==> config.mk <==
export PLATFORM = sky130hd
export DESIGN_NAME = dedup_command_queue_flat
export DESIGN_NICKNAME = d
export VERILOG_FILES = /design/src/rtl/core/dcq_pkg.sv /design/src/rtl/core/dcq_if.sv /design/src/rtl/core/dcq_cell.sv /design/src/rtl/core/dcq_chain.sv /design/src/rtl/core/dedup_command_queue.sv /design/src/flat_wrapper.sv
export SDC_FILE = /design/constraint.sdc
export NUM_CORES = 1
export LEC_CHECK = 0
export BUFFER_PORTS_ARGS = -buffer_cell sky130_fd_sc_hd__buf_2
export CORE_ASPECT_RATIO = 1.2
export CORE_MARGIN = 4
export CORE_UTILIZATION = 31
export CTS_CLUSTER_SIZE = 14
export DETAILED_ROUTE_END_ITERATION = 10
export GPL_TIMING_DRIVEN = 0
export PLACE_DENSITY_LB_ADDON = 0.2
export SLEW_MARGIN = 20
export SYNTH_ARGS = -nofsm -noshare
export SYNTH_HDL_FRONTEND = slang
export SYNTH_SLANG_ARGS = --single-unit
==> constraint.sdc <==
create_clock -name clk -period 23.4 [get_ports clk]
set_input_delay 2.34 -clock clk [delete_from_list [all_inputs] [get_ports clk]]
set_output_delay 2.34 -clock clk [all_outputs]
set_load 0.01 [all_outputs]
==> src/rtl/core/dcq_pkg.sv <==
// ----------------------------------------------------------------------------
// dcq_pkg: shared constants and types of the deduplicating command queue
// Field widths, command and register codes, the control state type and the
// result word handed from the control logic to the output register.
// ----------------------------------------------------------------------------
`default_nettype none

package dcq_pkg;

  // Default queue depth
  localparam int DCQ_DEPTH = 32;

  // Field widths
  localparam int CMD_W  = 2;
  localparam int TYPE_W = 4;
  localparam int ARG_W  = 12;
  localparam int WORD_W = TYPE_W + ARG_W;
  localparam int FILL_W = 6;
  localparam int TICK_W = 16;

  // Saturation point of the tick counter
  localparam logic [TICK_W-1:0] TICK_MAX = {TICK_W{1'b1}};

  // Command codes
  localparam logic [CMD_W-1:0] CMD_PUSH = 2'd0;
  localparam logic [CMD_W-1:0] CMD_POP  = 2'd1;
  localparam logic [CMD_W-1:0] CMD_TICK = 2'd2;

  // Configuration port
  localparam int APB_ADDR_W = 4;
  localparam int APB_DATA_W = 32;
  localparam int REG_IDX_W  = 2;
  localparam logic [REG_IDX_W-1:0] REG_LIFO      = 2'd0;
  localparam logic [REG_IDX_W-1:0] REG_INTERVAL  = 2'd1;
  localparam logic [REG_IDX_W-1:0] REG_ROOT_TYPE = 2'd2;

  // Register reset values
  localparam logic              LIFO_RST      = 1'b0;
  localparam logic [TICK_W-1:0] INTERVAL_RST  = 16'd2000;
  localparam logic [TYPE_W-1:0] ROOT_TYPE_RST = 4'd2;

  // Control states
  typedef enum logic [1:0] {
    ST_IDLE,
    ST_ROTATE,
    ST_FINISH
  } state_t;

  // One result item
  typedef struct packed {
    logic              has_item;
    logic [TYPE_W-1:0] out_type;
    logic [ARG_W-1:0]  out_arg;
    logic              dropped_oldest;
    logic              was_duplicate;
    logic [FILL_W-1:0] fill_level;
  } result_t;

endpackage

`default_nettype wire

==> src/rtl/core/dcq_if.sv <==
// ----------------------------------------------------------------------------
// dcq_if: valid/ready channels of the deduplicating command queue
// Input channel carries commands, output channel carries results.
// ----------------------------------------------------------------------------
`default_nettype none

interface dcq_in_if;
  import dcq_pkg::*;

  logic              valid;
  logic              ready;
  logic [CMD_W-1:0]  cmd;
  logic [TYPE_W-1:0] item_type;
  logic [ARG_W-1:0]  item_arg;

  modport source (output valid, cmd, item_type, item_arg, input ready);
  modport sink   (input valid, cmd, item_type, item_arg, output ready);
endinterface

interface dcq_out_if;
  import dcq_pkg::*;

  logic              valid;
  logic              ready;
  logic              has_item;
  logic [TYPE_W-1:0] out_type;
  logic [ARG_W-1:0]  out_arg;
  logic              dropped_oldest;
  logic              was_duplicate;
  logic [FILL_W-1:0] fill_level;

  modport source (output valid, has_item, out_type, out_arg, dropped_oldest,
                  was_duplicate, fill_level, input ready);
  modport sink   (input valid, has_item, out_type, out_arg, dropped_oldest,
                  was_duplicate, fill_level, output ready);
endinterface

`default_nettype wire

==> src/rtl/core/dcq_cell.sv <==
// ----------------------------------------------------------------------------
// dcq_cell: one storage cell of the queue ring
// Holds one command word and takes its neighbor's word when the ring moves.
// ----------------------------------------------------------------------------
`default_nettype none

module dcq_cell (
  input  wire logic                       clk,
  input  wire logic                       shift,
  input  wire logic [dcq_pkg::WORD_W-1:0] d,
  output logic      [dcq_pkg::WORD_W-1:0] q
);
  import dcq_pkg::*;

  logic [WORD_W-1:0] word;

  // Take the neighbor's word on a ring step
  always_ff @(posedge clk) begin
    if (shift) begin
      word <= d;
    end
  end

  assign q = word;

endmodule

`default_nettype wire

==> src/rtl/core/dcq_chain.sv <==
// ----------------------------------------------------------------------------
// dcq_chain: ring of storage cells
// Cell 0 holds the oldest entry. A step moves every word one cell toward
// cell 0 and wraps cell 0 into the last cell, or inserts a new word there.
// ----------------------------------------------------------------------------
`default_nettype none

module dcq_chain #(
  parameter int QUEUE_DEPTH = dcq_pkg::DCQ_DEPTH
) (
  input  wire logic                       clk,
  input  wire logic                       shift,
  input  wire logic                       insert,
  input  wire logic [dcq_pkg::WORD_W-1:0] insert_word,
  output logic      [dcq_pkg::WORD_W-1:0] head_word
);
  import dcq_pkg::*;

  logic [WORD_W-1:0] cell_q [QUEUE_DEPTH];
  logic [WORD_W-1:0] wrap_word;

  // Wrap the head word around, or replace it with the inserted word
  assign wrap_word = insert ? insert_word : cell_q[0];

  for (genvar i = 0; i < QUEUE_DEPTH; i++) begin : g_cell
    if (i == QUEUE_DEPTH - 1) begin : g_last
      dcq_cell u_cell (
        .clk   (clk),
        .shift (shift),
        .d     (wrap_word),
        .q     (cell_q[i])
      );
    end else begin : g_mid
      dcq_cell u_cell (
        .clk   (clk),
        .shift (shift),
        .d     (cell_q[i+1]),
        .q     (cell_q[i])
      );
    end
  end

  assign head_word = cell_q[0];

endmodule

`default_nettype wire

==> src/rtl/core/dedup_command_queue.sv <==
// ----------------------------------------------------------------------------
// dedup_command_queue: deduplicating command queue with roots generation
// Push, pop, and tick commands on a ring of cells; a push walks the whole
// ring once to find duplicates and slots the new word in on the way.
// ----------------------------------------------------------------------------
// Sequence: push and LIFO pop walk one full turn of the cell ring in ST_ROTATE,
//   then pass ST_FINISH, which loads the output register; FIFO pop, tick and
//   empty pop go from ST_IDLE straight to ST_FINISH.
// Throughput: one item at a time; the next item is taken once the result
//   is in the output register; ST_FINISH waits while that register is full.
// Reset: synchronous, active high; clears state, counters, flags and config
//   registers. Cell contents are not cleared; only written cells are ever read.
`default_nettype none

module dedup_command_queue #(
  parameter int QUEUE_DEPTH = dcq_pkg::DCQ_DEPTH
) (
  input  wire logic                           clk,
  input  wire logic                           rst,
  dcq_in_if.sink                              in_ch,
  dcq_out_if.source                           out_ch,
  input  wire logic                           psel,
  input  wire logic                           penable,
  input  wire logic                           pwrite,
  input  wire logic [dcq_pkg::APB_ADDR_W-1:0] paddr,
  input  wire logic [dcq_pkg::APB_DATA_W-1:0] pwdata,
  output logic      [dcq_pkg::APB_DATA_W-1:0] prdata,
  output logic                                pready
);
  import dcq_pkg::*;

  localparam int CNT_W  = $clog2(QUEUE_DEPTH + 1);
  localparam int STEP_W = $clog2(QUEUE_DEPTH);
  localparam logic [CNT_W-1:0]  FULL_CNT  = CNT_W'(QUEUE_DEPTH);
  localparam logic [STEP_W-1:0] STEP_LAST = STEP_W'(QUEUE_DEPTH - 1);

  // Configuration registers
  logic              lifo_mode;
  logic [TICK_W-1:0] root_interval;
  logic [TYPE_W-1:0] root_type;
  logic [REG_IDX_W-1:0] reg_idx;

  // Control state
  state_t            state, state_next;
  logic [CNT_W-1:0]  count, count_next;
  logic [STEP_W-1:0] step, step_next;
  logic              dup, dup_next;
  logic [CMD_W-1:0]  op, op_next;
  logic [WORD_W-1:0] word, word_next;
  logic [TICK_W-1:0] ticks, ticks_next;
  result_t           res, res_next;
  logic              out_valid, out_valid_next;
  result_t           out_res, out_res_next;

  // Ring control
  logic              ring_shift;
  logic              ring_insert;
  logic [WORD_W-1:0] head_word;

  dcq_chain #(
    .QUEUE_DEPTH (QUEUE_DEPTH)
  ) u_chain (
    .clk         (clk),
    .shift       (ring_shift),
    .insert      (ring_insert),
    .insert_word (word),
    .head_word   (head_word)
  );

  // Configuration writes
  assign reg_idx = paddr[APB_ADDR_W-1:2];
  assign pready  = 1'b1;

  always_ff @(posedge clk) begin
    if (rst) begin
      lifo_mode     <= LIFO_RST;
      root_interval <= INTERVAL_RST;
      root_type     <= ROOT_TYPE_RST;
    end else if (psel && penable && pwrite) begin
      case (reg_idx)
        REG_LIFO:      lifo_mode     <= pwdata[0];
        REG_INTERVAL:  root_interval <= pwdata[TICK_W-1:0];
        REG_ROOT_TYPE: root_type     <= pwdata[TYPE_W-1:0];
        default: ;
      endcase
    end
  end

  // Configuration reads
  always_comb begin
    case (reg_idx)
      REG_LIFO:      prdata = APB_DATA_W'(lifo_mode);
      REG_INTERVAL:  prdata = APB_DATA_W'(root_interval);
      REG_ROOT_TYPE: prdata = APB_DATA_W'(root_type);
      default:       prdata = '0;
    endcase
  end

  // Handshakes and output payload
  assign in_ch.ready           = (state == ST_IDLE);
  assign out_ch.valid          = out_valid;
  assign out_ch.has_item       = out_res.has_item;
  assign out_ch.out_type       = out_res.out_type;
  assign out_ch.out_arg        = out_res.out_arg;
  assign out_ch.dropped_oldest = out_res.dropped_oldest;
  assign out_ch.was_duplicate  = out_res.was_duplicate;
  assign out_ch.fill_level     = out_res.fill_level;

  // Next state and ring control
  always_comb begin
    state_next     = state;
    count_next     = count;
    step_next      = step;
    dup_next       = dup;
    op_next        = op;
    word_next      = word;
    ticks_next     = ticks;
    res_next       = res;
    out_res_next   = out_res;
    out_valid_next = out_valid;
    ring_shift     = 1'b0;
    ring_insert    = 1'b0;

    // Retire the output on its transfer
    if (out_valid && out_ch.ready) begin
      out_valid_next = 1'b0;
    end

    case (state)
      ST_IDLE: begin
        if (in_ch.valid) begin
          op_next   = in_ch.cmd;
          word_next = {in_ch.item_type, in_ch.item_arg};
          step_next = '0;
          dup_next  = 1'b0;
          res_next  = '0;
          case (in_ch.cmd)
            CMD_PUSH: begin
              // Drop the oldest entry of a full queue
              if (count == FULL_CNT) begin
                ring_shift              = 1'b1;
                count_next              = FULL_CNT - CNT_W'(1);
                res_next.dropped_oldest = 1'b1;
              end
              state_next = ST_ROTATE;
            end
            CMD_POP: begin
              if (count == '0) begin
                // Spontaneous roots once the interval has passed
                if (ticks > root_interval) begin
                  ticks_next        = '0;
                  res_next.has_item = 1'b1;
                  res_next.out_type = root_type;
                end
                state_next = ST_FINISH;
              end else if (lifo_mode) begin
                state_next = ST_ROTATE;
              end else begin
                // Take the head and advance the ring
                ring_shift        = 1'b1;
                count_next        = count - CNT_W'(1);
                res_next.has_item = 1'b1;
                res_next.out_type = head_word[WORD_W-1:ARG_W];
                res_next.out_arg  = head_word[ARG_W-1:0];
                state_next        = ST_FINISH;
              end
            end
            CMD_TICK: begin
              if (ticks != TICK_MAX) begin
                ticks_next = ticks + TICK_W'(1);
              end
              state_next = ST_FINISH;
            end
            default: begin
              state_next = ST_FINISH;
            end
          endcase
        end
      end

      ST_ROTATE: begin
        // Walk the whole ring once; position step sits in cell 0
        ring_shift = 1'b1;
        step_next  = step + STEP_W'(1);
        if (op == CMD_PUSH) begin
          if ((CNT_W'(step) < count) && (head_word == word)) begin
            dup_next = 1'b1;
          end
          if ((CNT_W'(step) == count) && !dup) begin
            ring_insert = 1'b1;
          end
        end else if (CNT_W'(step) == count - CNT_W'(1)) begin
          res_next.has_item = 1'b1;
          res_next.out_type = head_word[WORD_W-1:ARG_W];
          res_next.out_arg  = head_word[ARG_W-1:0];
        end
        if (step == STEP_LAST) begin
          step_next  = '0;
          state_next = ST_FINISH;
          if (op == CMD_PUSH) begin
            res_next.was_duplicate = dup_next;
            if (!dup_next) begin
              count_next = count + CNT_W'(1);
            end
          end else begin
            count_next = count - CNT_W'(1);
          end
        end
      end

      ST_FINISH: begin
        // Load the output register once it is free
        if (!out_valid || out_ch.ready) begin
          out_res_next            = res;
          out_res_next.fill_level = FILL_W'(count);
          out_valid_next          = 1'b1;
          state_next              = ST_IDLE;
        end
      end

      default: begin
        state_next = ST_IDLE;
      end
    endcase
  end

  // Control registers
  always_ff @(posedge clk) begin
    if (rst) begin
      state     <= ST_IDLE;
      count     <= '0;
      step      <= '0;
      dup       <= 1'b0;
      ticks     <= '0;
      out_valid <= 1'b0;
    end else begin
      state     <= state_next;
      count     <= count_next;
      step      <= step_next;
      dup       <= dup_next;
      ticks     <= ticks_next;
      out_valid <= out_valid_next;
    end
  end

  // Payload registers
  always_ff @(posedge clk) begin
    op      <= op_next;
    word    <= word_next;
    res     <= res_next;
    out_res <= out_res_next;
  end

  // Queue never holds more than its depth
  a_count_range: assert property (@(posedge clk) disable iff (rst)
    count <= FULL_CNT)
    else $error("entry count above queue depth");

  // Ring walk counter rests at zero outside a walk
  a_step_idle: assert property (@(posedge clk) disable iff (rst)
    (state == ST_IDLE) |-> (step == '0))
    else $error("walk counter not cleared");

  // A yielded command never carries push flags
  a_pop_flags: assert property (@(posedge clk) disable iff (rst)
    (state == ST_FINISH && res.has_item) |-> (!res.was_duplicate && !res.dropped_oldest))
    else $error("pop result carries push flags");

  // Tick count only falls by a roots restart
  a_ticks_restart: assert property (@(posedge clk) disable iff (rst)
    (ticks < $past(ticks)) |-> (ticks == '0))
    else $error("tick count fell without restart");

  // A drop leaves the queue one short of full or full again
  a_drop_level: assert property (@(posedge clk) disable iff (rst)
    (state == ST_FINISH && res.dropped_oldest) |->
      (count == FULL_CNT || count == FULL_CNT - CNT_W'(1)))
    else $error("drop with queue not near full");

endmodule

`default_nettype wire
==> src/flat_wrapper.sv <==
// flat-port wrapper written by rule: the top's interface ports become plain ports
module dedup_command_queue_flat import dcq_pkg::*;
#(
  parameter int QUEUE_DEPTH = dcq_pkg::DCQ_DEPTH
)
  (clk, rst, psel, penable, pwrite, paddr, pwdata, prdata, pready, in_ch_valid, in_ch_cmd, in_ch_item_type, in_ch_item_arg, in_ch_ready, out_ch_valid, out_ch_has_item, out_ch_out_type, out_ch_out_arg, out_ch_dropped_oldest, out_ch_was_duplicate, out_ch_fill_level, out_ch_ready);
  dcq_in_if in_ch_i ();
  dcq_out_if out_ch_i ();
  input  wire logic clk;
  input  wire logic rst;
  input  wire logic psel;
  input  wire logic penable;
  input  wire logic pwrite;
  input  wire logic [dcq_pkg::APB_ADDR_W-1:0] paddr;
  input  wire logic [dcq_pkg::APB_DATA_W-1:0] pwdata;
  output logic      [dcq_pkg::APB_DATA_W-1:0] prdata;
  output logic pready;
  input wire logic [$bits(in_ch_i.valid)-1:0] in_ch_valid;
  input wire logic [$bits(in_ch_i.cmd)-1:0] in_ch_cmd;
  input wire logic [$bits(in_ch_i.item_type)-1:0] in_ch_item_type;
  input wire logic [$bits(in_ch_i.item_arg)-1:0] in_ch_item_arg;
  output wire logic [$bits(in_ch_i.ready)-1:0] in_ch_ready;
  output wire logic [$bits(out_ch_i.valid)-1:0] out_ch_valid;
  output wire logic [$bits(out_ch_i.has_item)-1:0] out_ch_has_item;
  output wire logic [$bits(out_ch_i.out_type)-1:0] out_ch_out_type;
  output wire logic [$bits(out_ch_i.out_arg)-1:0] out_ch_out_arg;
  output wire logic [$bits(out_ch_i.dropped_oldest)-1:0] out_ch_dropped_oldest;
  output wire logic [$bits(out_ch_i.was_duplicate)-1:0] out_ch_was_duplicate;
  output wire logic [$bits(out_ch_i.fill_level)-1:0] out_ch_fill_level;
  input wire logic [$bits(out_ch_i.ready)-1:0] out_ch_ready;
  assign in_ch_i.valid = in_ch_valid;
  assign in_ch_i.cmd = in_ch_cmd;
  assign in_ch_i.item_type = in_ch_item_type;
  assign in_ch_i.item_arg = in_ch_item_arg;
  assign in_ch_ready = in_ch_i.ready;
  assign out_ch_valid = out_ch_i.valid;
  assign out_ch_has_item = out_ch_i.has_item;
  assign out_ch_out_type = out_ch_i.out_type;
  assign out_ch_out_arg = out_ch_i.out_arg;
  assign out_ch_dropped_oldest = out_ch_i.dropped_oldest;
  assign out_ch_was_duplicate = out_ch_i.was_duplicate;
  assign out_ch_fill_level = out_ch_i.fill_level;
  assign out_ch_i.ready = out_ch_ready;
  dedup_command_queue #(.QUEUE_DEPTH(QUEUE_DEPTH)) u_core (.clk(clk), .rst(rst), .in_ch(in_ch_i), .out_ch(out_ch_i), .psel(psel), .penable(penable), .pwrite(pwrite), .paddr(paddr), .pwdata(pwdata), .prdata(prdata), .pready(pready));
endmodule
-- After elaboration in Yosys (flattened, before gate mapping)
Cells that the tools add are included.
- register bits: 626
- bits of input ports: 61
- output and inout bits: 60
- logic and storage cells: 167
- add/sub/neg operators: 4
- $lt $le $gt $ge: 2
- equality and inequality tests: 26
- mux-type cells: 55
- reduce and logical (&&, ||, !) cells: 26
- operators with widths (kind ; number):
    17-bit 2-to-1 mux ; 4
    16-bit 2-to-1 mux ; 4
    16-bit one-hot mux with 3 select lines ; 1
    6-bit 2-to-1 mux ; 7
    17-bit one-hot mux with 2 select lines ; 1
    16-bit one-hot mux with 2 select lines ; 1
    25-bit 2-to-1 mux ; 1
    6-bit one-hot mux with 2 select lines ; 2
    5-bit 2-to-1 mux ; 4
    1-bit 2-to-1 mux ; 17
    16-bit by 1-bit adder with 16-bit output, second input constant ; 1
    16-bit equality test ; 1
    16-bit greater-than comparator ; 1
    16-bit != test, second input constant ; 1
    2-bit by 1-bit != test with 1-bit output, second input constant ; 7
    5-bit by 6-bit equality test with 1-bit output ; 2
    12-bit 2-to-1 mux ; 1
    2-bit AND reduction ; 6
    2-bit 2-to-1 mux ; 5
    5-bit one-hot mux with 2 select lines ; 1
    3-bit != test, second input constant ; 3
    2-bit logical NOT ; 4
    1-bit one-hot mux with 2 select lines ; 4
    4-bit AND reduction ; 2
    other kinds (21) ; 32

-- Longest topological paths before layout
Gate-level depths: netlist (run 1).
- depth after elaboration: 9
- depth in mapped cells: 10
- gate-level depth less buffers: 9

-- Hierarchy
A second synthesis (run 1) with hierarchy kept.
- cells, all modules: 1087
- area, all modules: 21476.8 um^2
- modules (own cells, without submodules) (module ; instances ; cells each ; area an instance (um^2) ; seq. area each (um^2)):
    dcq_cell ; 32 ; 16 ; 480.5 ; 480.5
    dedup_command_queue ; 1 ; 557 ; 5853.1 ; 2902.8
    dcq_chain ; 1 ; 18 ; 249.0 ; 0.0

-- Worst setup path after synthesis (run 1)
No wires, ideal clock.
- path type: input to register
- start point: input in_ch_cmd[0]
- end point: register u_core.u_chain.g_cell[0].g_mid.u_cell.word[0], enable pin
- arrival: 23.886 ns
- slack: -1.883 ns
- cell stages on the path: 4
- cell sequence: a21boi_0 mux2_2 a21oi_1 nor2_1
- word-level cells in the longest chain between the ends: 4
- elaborated cells between the ends (all ways): 5
- classes of those cells: eq/ne: 1; mux: 3; reduce/logical: 1
- RTL lines (item ; RTL line ; RTL):
    start, declared ; flat_wrapper.sv:19 ; input wire logic [$bits(in_ch_i.cmd)-1:0] in_ch_cmd;
    2-bit by 1-bit equality test with 1-bit output / 2-bit logical NOT (equally long branches) ; dedup_command_queue.sv:137 ; case (in_ch.cmd)
    1-bit one-hot mux with 2 select lines (*) ; dedup_command_queue.sv:137 ;
    1-bit 2-to-1 mux (*) ; dedup_command_queue.sv:131 ; if (in_ch.valid) begin
    1-bit one-hot mux with 2 select lines (*) ; dedup_command_queue.sv:129 ; case (state)
    net u_core.ring_shift ; dedup_command_queue.sv:56 ; logic ring_shift;
    end signal, assigned ; dcq_cell.sv:20 ; word <= d;
    end, declared ; dcq_cell.sv:15 ; logic [WORD_W-1:0] word;
Mark *: on every way through the listed nets, which the timed path passes. The rest lies on a longest branch.
A chain may end at the register's enable or synchronous reset.

-- Worst setup path in the final report (run 1)
- start point: input paddr[2] in the netlist's numbering
- end point: output prdata[0] in the netlist's numbering
- word-level cells in the longest chain between the ends: 2
- elaborated cells between the ends (all ways): 4
- classes of those cells: eq/ne: 2; mux: 1; reduce/logical: 1
- RTL lines (item ; RTL line ; RTL):
    start, declared ; flat_wrapper.sv:14 ; input wire logic [dcq_pkg::APB_ADDR_W-1:0] paddr;
    2-bit equality test (tied with other cells) ; dedup_command_queue.sv:91 ; case (reg_idx)
    16-bit one-hot mux with 3 select lines (*) ; dedup_command_queue.sv:91 ;
    end, declared ; flat_wrapper.sv:16 ; output logic [dcq_pkg::APB_DATA_W-1:0] prdata;
Mark *: on every way between the ends. The rest lies on a longest branch, timed or not.

==> flow_summary_export.csv, run 1 <==
group,metric,value,unit
setup_path,cp.arrival,3.55,ns
global_route,overflow,0,
sta,slew_viol_final,0,
clock_network,cts_setup_buffers,0,
pwr,power_frac_seq,0.559,
yosys,synth_area_per_cell,19.8,um^2
setup_path,r2r_slack,20.17,ns
detailed_routing,drtIter0Drc,719,
clock_network,cts_tree,"yes",
pwr,p_switching,0.495,mW
detailed_routing,wirelength,36000,um
setup_path,required,21.06,ns
place,hpwl,23100,um
clock_network,post_cts_resized,0,
yosys,async_flop_share,0,
flow_run,max-cap-violations,0,
place,place_ws,17.49,ns
detailed_routing,ant_nets,0,
pwr,power_leakage,8.39,nW
global_route,antenna_found_initial,5,
yosys,synth_top_area_frac,0.813,
sta,holdWs,0.415,ns
setup_path,worstSetupEndpointType,"output pin",
sta,max_freq,170,MHz
detailed_routing,vias_per_cell,4.30,
global_route,grt_pass1_vias,9455,
detailed_routing,post_drt_wl_per_cell,16.3,um
floorplanning,start_util,0.314,
yosys,ys_top_cells_by_count,"574 x edfxtp_1, 59 x nor2_1, 52 x dfxtp_1",
clock_network,cts_buffers,61,
clock_network,clock_latency,0.61,ns
yosys,synth_edf_count,574,
pwr,p_per_area,95.0,nW/um^2
clock_network,path_clk_slew,0.06,ns
yosys,yosys_most_used_dff,"edfxtp_1",
clock_network,cts_root_buf,"clkbuf_16",
clock_network,cts_buffer_depth,3,
yosys,netlist_area,21200,um^2
global_route,grt_max_degree,31,
pwr,swShare,0.207,
clock_network,cts_sinks,626,
run_status,status,"complete, no violations",
final_layout,syn2layout_area_growth,19.0,%
pwr,power.internal,1.90,mW
sta,slew_headroom,0.441,
floorplanning,chipHeight,294,um
yosys,yosysMostFrequentCell,"edfxtp_1",
detailed_routing,first_pass_iters,4,
hold_path,min_path_type,"reg -> reg",
yosys,ys_ff_latch,626,
pwr,ir_drop,0.0599,mV
pwr,comb_power_share,0.050,
floorplanning,die_area,72600,um^2
sta,skew,0.00939,ns
floorplanning,die_x,247,um
final_layout,layout-drive-gt1-share,0.186,
sta,layout_setup_ws,17.51,ns
final_layout,fin_nets,1341,
yosys,yosys_warnings,0,
final_layout,fin_util,0.374,
sta,worst_pin_slew,0.836,ns
place,portBuffers,85,
floorplanning,core_area,67400,um^2
sta,finalSetupViolCount,0,
yosys,synthCells,1068,
setup_path,cp-start-kind,"input port",
pwr,clkPwrFrac,0.391,
global_route,track_usage,0.0984,
yosys,synthTopCellsByArea,"edfxtp_1 81%, dfxtp_1 4.9%, ha_1 1.5%",
sta,rsz0062_at_grt,"no",
sta,min_period,5.89,ns
clock_network,htreeDepth,2,
final_layout,fill_cells,6316,
floorplanning,rows,104,
floorplanning,ios,121,
sta,fin_tns_setup,0,ns
yosys,synth_seq_area_share,0.862,
yosys,synth_top_cell_by_area,"edfxtp_1",
detailed_routing,vias,9464,
place,place_congestion,0.836,
yosys,synth_cell_types,59,
sta,hold_viol_final,0,
global_route,grt_pass1_wl,55400,um
sta,final.period_utilization,0.252,
setup_path,criticalPathCategory,"in -> out",
detailed_routing,post-route-drc-count,0,
clock_network,hold_buffers,0,
setup_path,cp_max_fo,10,
pwr,power,2.40,mW
==> worst paths after layout <==
kind                                                     from                                           to  cells after the start
setup / recovery                                     paddr[2]                                    prdata[0]                      7
hold / removal    u_core.u_chain.g_cell[2].g_mid.u_cell.q[12]  u_core.u_chain.g_cell[1].g_mid.u_cell.q[12]                      0
setup reg to reg                              u_core.count[0]  u_core.u_chain.g_cell[27].g_mid.u_cell.q[7]                     11
hold reg to reg   u_core.u_chain.g_cell[2].g_mid.u_cell.q[12]  u_core.u_chain.g_cell[1].g_mid.u_cell.q[12]                      0
==> through the flow <==
| step | area, um^2 | instances |
|---|---|---|
| final | 25200 | 2202 |
| after global routing | 25200 | 2201 |
| after CTS | 25200 | 2201 |
| after detailed placement | 23300 | 2092 |
| after global placement | 22800 | 2069 |
| after floorplan | 21300 | 1083 |
==> power by group through the flow <==
stage	Clock [mW]	Combinational [mW]	Sequential, mW
CTS	0.977	0.123	1.34
global placement	0	0.0973	1.41
detailed placement	0	0.123	1.36
global route	1.03	0.133	1.35
finish	0.936	0.120	1.34
floorplan	0	0.0666	1.39
==> sequential cells by signal, indices dropped and copies added, names as in the netlist, 4 cells and up <==
name                                   count
u_core.step                                5
u_core.out_ch.out_type                     4
u_core.u_chain.g_cell.g_mid.u_cell.q     496
u_core.word                               16
u_core.root_type                           4
u_core.out_ch.fill_level                   6
u_core.res                                19
u_core.u_chain.g_cell.g_last.u_cell.q     16
u_core.count                               6
u_core.out_ch.out_arg                     12
u_core.ticks                              16
u_core.root_interval                      16
==> routing by layer <==
layer  global-route usage  wire length, um  vias up
met1                0.142            17300     4736
met3               0.0229             2140       75
met4               0.0419             1220        2
met2                0.143            15400      223
li1                     -                -     4428
met5                    0               13        -
==> final cells by class <==
cell class,count,area [um^2],area share
diodes,1,2.50,0.0000992
multi-input cells,388,2650,0.105
clock inverters,27,277,0.0110
plain buffers,37,230,0.00913
flip-flops and latches,626,18300,0.725
repair buffers,108,928,0.0368
clock buffers,82,1610,0.0637
inverters,32,120,0.00476
well taps,901,1130,0.0447
==> cell families (layout without fill, tap and decap cells) <==
logic type,count (synthesis),count (layout),synth area share
xor gates and xnor gates,42,42,0.0174
AOI/OAI and AO/OA,79,79,0.0260
DFF,626,626,0.862
buffers and inverters,69,286,0.0165
and+or+nand+nor,199,199,0.0493
adders and majority gates,26,26,0.0153
other,2,18,0.000354
muxes,25,25,0.0128
==> critical path, stage by stage <==
cell and delay [ns]:
buf_2 0.12, nor2b_1 0.12, clkbuf_1 0.29, clkbuf_1 0.33, nand2_1 0.08, o21ai_0 0.09
buf_2 0.17
==> placed cells by master, fill, tap and decap left out, types with 7 or more instances in the layout <==
cell type / instances
edfxtp_1: 574
buf_2: 89
clkbuf_16: 61
nor2_1: 58
dfxtp_1: 52
nand2_1: 43
clkbuf_1: 33
inv_1: 31
a21oi_1: 29
ha_1: 26
and2_1: 24
xor2_1: 23
buf_4: 21
xnor2_1: 19
mux2_2: 17
conb_1: 17
nand4_1: 13
clkinv_1: 13
buf_12: 12
nor3_1: 11
nand3_1: 11
buf_16: 9
o21ai_0: 8
mux2i_1: 8
nor2b_1: 7
a211o_1: 7
No activity file was read; power rests on OpenSTA's default activity.
==> run 2: changes to the inputs <==
clock period = 4.95 ns   (was 23.4 ns; I/O delays follow)
==> flow_summary_export.csv, run 2 (synthesis gave the netlist of run 1 again) <==
group,metric,value,unit
sta,finalSetupViolCount,0,
pwr,power_frac_seq,0.535,
floorplanning,chipHeight,294,um
floorplanning,rows,104,
global_route,track_usage,0.100,
setup_path,slowest_delay,0.66,ns
place,hpwl,23100,um
pwr,p_switching,2.46,mW
sta,layout_setup_ws,1.63,ns
floorplanning,start_util,0.314,
hold_path,min_path_type,"in -> reg",
pwr,swShare,0.208,
place,dp.cells,2091,
global_route,grt_pass1_wl,56500,um
global_route,grt_max_degree,32,
setup_path,path_common_cell,"buf_16",
floorplanning,die_area,72600,um^2
sta,final.period_utilization,0.671,
sta,hold_viol_final,0,
sta,worst_pin_slew,0.837,ns
global_route,antenna_found_initial,1,
final_layout,final_cell_mix,"574 x edfxtp_1, 89 x buf_2, 68 x clkbuf_16, 58 x nor2_1, 50 x dfxtp_1",
global_route,grt_pass1_vias,9640,
run_status,status,"complete, no violations",
pwr,power_leakage,8.54,nW
detailed_routing,vias_per_cell,4.32,
flow_run,max-cap-violations,0,
place,portBuffers,85,
setup_path,crit_chain,"inv_2, ha_4, nor4b_4, mux2_4, a21oi_4, nor2_4, buf_12, buf_12, buf_16, buf_16, buf_16",
setup_path,cp_max_fo,27,
pwr,comb_power_share,0.049,
clock_network,htreeDepth,3,
floorplanning,core_area,67400,um^2
floorplanning,die_x,247,um
clock_network,cts_sinks,626,
clock_network,cts_root_buf,"clkbuf_16",
detailed_routing,wirelength,36500,um
clock_network,cts_tree,"yes",
detailed_routing,vias,9550,
sta,skew,0.0151,ns
pwr,p_per_area,464,nW/um^2
place,place_ws,1.61,ns
global_route,overflow,0,
detailed_routing,post-route-drc-count,0,
setup_path,criticalPathCategory,"reg -> reg",
clock_network,cts_buffer_depth,3,
final_layout,layout-drive-gt1-share,0.201,
final_layout,fin_cells,2211,
pwr,ir_drop,0.308,mV
sta,rsz0062_at_grt,"no",
place,place_congestion,0.824,
detailed_routing,first_pass_iters,5,
clock_network,cts_buffers,66,
pwr,power.internal,9.38,mW
setup_path,required,5.24,ns
setup_path,cp_top_family,"buffers and inverters",
setup_path,worstSetupEndpointType,"flop",
clock_network,cts_setup_buffers,0,
final_layout,syn2layout_area_growth,20.4,%
final_layout,largest_reg_flops,496,
sta,min_period,3.32,ns
pwr,power,11.8,mW
clock_network,clock_latency,0.59,ns
final_layout,final_common_cell,"edfxtp_1",
sta,slew_headroom,0.441,
sta,max_freq,301,MHz
clock_network,hold_buffers,0,
sta,holdWs,0.0874,ns
clock_network,path_clk_slew,0.06,ns
detailed_routing,ant_nets,0,
setup_path,cp.buffers_inverters,6,
setup_path,cp-start-kind,"flop",
pwr,clkPwrFrac,0.416,
clock_network,post_cts_resized,0,
setup_path,cp_slowest_cell,"nor2_4",
detailed_routing,drtIter0Drc,652,
setup_path,cp.arrival,3.61,ns
sta,slew_viol_final,0,
floorplanning,ios,121,
setup_path,r2r_slack,1.63,ns
sta,fin_tns_setup,0,ns
detailed_routing,post_drt_wl_per_cell,16.5,um
final_layout,fin_nets,1345,
run 2: changes by cell type in the layout (fill, tap and decap cells not counted), moves of 2 or more:
cell and change:
bufinv_16 +2, clkbuf_16 +7, clkbuf_1 -9, buf_16 -2, clkinv_8 +3, clkinv_1 +2
inv_1 -2, dfxtp_1 -2
run 2: cell type report:
class                      instances  area (um^2)
antenna                            2         5.00
buffer                            37          230
clock buffer                      81         1760
clock inverter                    37          414
fill                            6254        41900
inverter                          32          123
multi-input combinational        388         2690
sequential                       626        18300
tap                              901         1130
timing repair buffer             107          897
run 2: metal layers:
metal | GRT usage | part of all wire | vias up
met5 | 0 | 0 | -
met3 | 0.0269 | 0.047 | 64
met2 | 0.151 | 0.44 | 203
met4 | 0.0320 | 0.024 | 0
met1 | 0.142 | 0.49 | 4836
li1 | - | - | 4447
run 2: worst paths after layout:
check                           cells after the start                                      endpoint                                         from
worst max-delay path                               11  u_core.u_chain.g_cell[30].g_mid.u_cell.q[10]                              u_core.count[0]
worst min-delay path                                1                                u_core.word[2]                            in_ch_item_arg[2]
worst min register to register                      0   u_core.u_chain.g_cell[7].g_mid.u_cell.q[15]  u_core.u_chain.g_cell[8].g_mid.u_cell.q[15]
worst max register to register                     11  u_core.u_chain.g_cell[30].g_mid.u_cell.q[10]                              u_core.count[0]
run 2: stage by stage:
stage / area, um^2 / util
global placement: 22900 / 0.339
finish: 25500 / 0.379
floorplan: 21300 / -
CTS: 25500 / 0.379
detailed placement: 23300 / 0.346
global route: 25500 / 0.379
run 2: worst register-to-register path: cells and delay by family, from the launching register on:
kind,cells,cell delay [ns]
and+or+nand+nor,2,0.95
adders and majority gates,1,0.18
DFF,1,0.37
AOI/OAI and AO/OA,1,0.06
muxes,1,0.24
buffers and inverters,6,1.21
run 2: power by group through the flow:
| stage | clock network [mW] | registers [mW] | logic [mW] |
|---|---|---|---|
| 6_report | 4.93 | 6.33 | 0.578 |
| 5_1_grt | 5.35 | 6.36 | 0.639 |
| 4_1_cts | 5.13 | 6.34 | 0.595 |
| 3_5_place_dp | 0 | 6.44 | 0.593 |
| 3_3_place_gp | 0 | 6.57 | 0.476 |
| 2_1_floorplan | 0 | 6.50 | 0.327 |
==> run 3: changes to the inputs <==
clock period = 3.45 ns   (was 4.95 ns; I/O delays follow)
==> flow_summary_export.csv, run 3 (synthesis gave the netlist of run 1 again) <==
group,metric,value,unit
run_status,status,"complete, no violations",
global_route,track_usage,0.101,
floorplanning,rows,104,
global_route,antenna_found_initial,0,
global_route,grt_pass1_wl,57000,um
floorplanning,die_x,247,um
place,portBuffers,85,
final_layout,fin_cells,2244,
sta,hold_viol_final,0,
sta,worst_pin_slew,0.829,ns
floorplanning,die_area,72600,um^2
detailed_routing,wirelength,36800,um
setup_path,cp.buffers_inverters,6,
sta,min_period,3.13,ns
clock_network,clock_latency,0.59,ns
sta,slew_headroom,0.446,
detailed_routing,vias_per_cell,4.30,
final_layout,fin_nets,1378,
clock_network,cts_buffers,66,
floorplanning,chipHeight,294,um
floorplanning,start_util,0.314,
floorplanning,core_area,67400,um^2
setup_path,slowest_delay,0.46,ns
detailed_routing,post_drt_wl_per_cell,16.4,um
pwr,power_leakage,8.68,nW
flow_run,max-cap-violations,0,
detailed_routing,vias,9653,
clock_network,cts_tree,"yes",
place,hpwl,23100,um
clock_network,cts_sinks,626,
setup_path,cp-start-kind,"flop",
hold_path,min_path_type,"in -> reg",
clock_network,path_clk_slew,0.06,ns
pwr,ir_drop,0.442,mV
final_layout,largest_reg_flops,496,
place,place_congestion,0.824,
setup_path,cp_top_family,"buffers and inverters",
detailed_routing,drtIter0Drc,646,
detailed_routing,ant_nets,0,
setup_path,worstSetupEndpointType,"flop",
detailed_routing,post-route-drc-count,0,
global_route,overflow,0,
sta,holdWs,0.0578,ns
final_layout,syn2layout_area_growth,22.0,%
clock_network,cts_root_buf,"clkbuf_16",
sta,slew_viol_final,0,
setup_path,cp_slowest_cell,"nor2_4",
final_layout,fill_cells,6226,
setup_path,criticalPathCategory,"reg -> reg",
setup_path,cp.arrival,3.42,ns
sta,rsz0062_at_grt,"no",
floorplanning,ios,121,
setup_path,path_common_cell,"buf_16",
pwr,p_per_area,658,nW/um^2
setup_path,cp_max_fo,27,
global_route,grt_max_degree,32,
sta,max_freq,319,MHz
sta,final.period_utilization,0.908,
clock_network,cts_buffer_depth,3,
sta,skew,0.0139,ns
setup_path,required,3.73,ns
place,dp.cells,2091,
clock_network,cts_setup_buffers,0,
clock_network,htreeDepth,3,
final_layout,final_cell_mix,"574 x edfxtp_1, 89 x buf_2, 68 x clkbuf_16, 58 x nor2_1, 50 x dfxtp_1",
final_layout,final_common_cell,"edfxtp_1",
setup_path,crit_chain,"inv_2, ha_4, nor4b_4, mux2_4, a21oi_4, nor2_4, buf_12, buf_12, buf_16, buf_16, buf_16",
sta,finalSetupViolCount,0,
detailed_routing,first_pass_iters,5,
final_layout,layout-drive-gt1-share,0.197,
global_route,grt_pass1_vias,9799,
## run 3: routing by layer
layer | up-vias | wire, um | GRT usage
met5 | - | 0 | 0
met3 | 64 | 1680 | 0.0260
li1 | 4516 | - | -
met2 | 203 | 16300 | 0.153
met4 | 0 | 865 | 0.0322
met1 | 4870 | 17900 | 0.143
## run 3: worst reg2reg max path, delay by kind of cell (launching register included)
family / cells / cell delay [ns]
adder cells (fa/ha/maj): 1 / 0.18
AND/OR/NAND/NOR: 2 / 0.75
multiplexers: 1 / 0.24
buffers and inverters: 6 / 1.21
flip-flops: 1 / 0.37
AO/OA/AOI/OAI: 1 / 0.07
## run 3: what timing repair did
action,CTS,global route
resized for setup,0,0
setup endpoints to repair,0,24
hold endpoints to repair,33,0
hold buffers,32,0
## run 3: path summary, 6_finish.rpt
check,startpoint,to,slack [ns],cells after the start
min reg2reg,u_core.u_chain.g_cell[8].g_mid.u_cell.q[15],u_core.u_chain.g_cell[7].g_mid.u_cell.q[15],0.41,0
max reg2reg,u_core.count[0],u_core.u_chain.g_cell[30].g_mid.u_cell.q[10],0.32,11
min,in_ch_cmd[1],u_core.op[1],0.06,1
max,u_core.count[0],u_core.u_chain.g_cell[30].g_mid.u_cell.q[10],0.32,11
## run 3: where the power goes
part           switching, mW  leakage, nW  total, mW  internal [mW]
registers              0.168         5.71       9.09           8.92
clock network           2.83         1.06       7.07           4.24
logic                  0.538         1.91      0.860          0.321
total                   3.54         8.68       17.0           13.5
## run 3: cell type report
type,count,area [um^2],area share
Clock buffer,81,1760,0.0681
Timing Repair Buffer,139,1220,0.0471
Antenna cell,2,5.00,0.000194
Clock inverter,37,414,0.0160
Inverter,32,123,0.00474
Sequential cell,626,18300,0.707
Multi-Input combinational cell,389,2690,0.104
Tap cell,901,1130,0.0436
Buffer,37,230,0.00890
## run 3: per-stage QoR
step | cell area [um^2] | worst slack (ns) | util | TNS [ns] | power [mW]
4_1_cts | 25800 | 0.0809 | 0.383 | 0 | 17.3
3_5_place_dp | 23300 | 0.106 | 0.346 | 0 | 10.1
2_1_floorplan | 21300 | -5.60 | - | -2865.57 | 9.79
3_3_place_gp | 22900 | -8.07 | 0.339 | -4125.89 | 10.1
6_report | 25900 | 0.317 | 0.384 | 0 | 17.0
5_1_grt | 25800 | 0.148 | 0.383 | 0 | 17.8
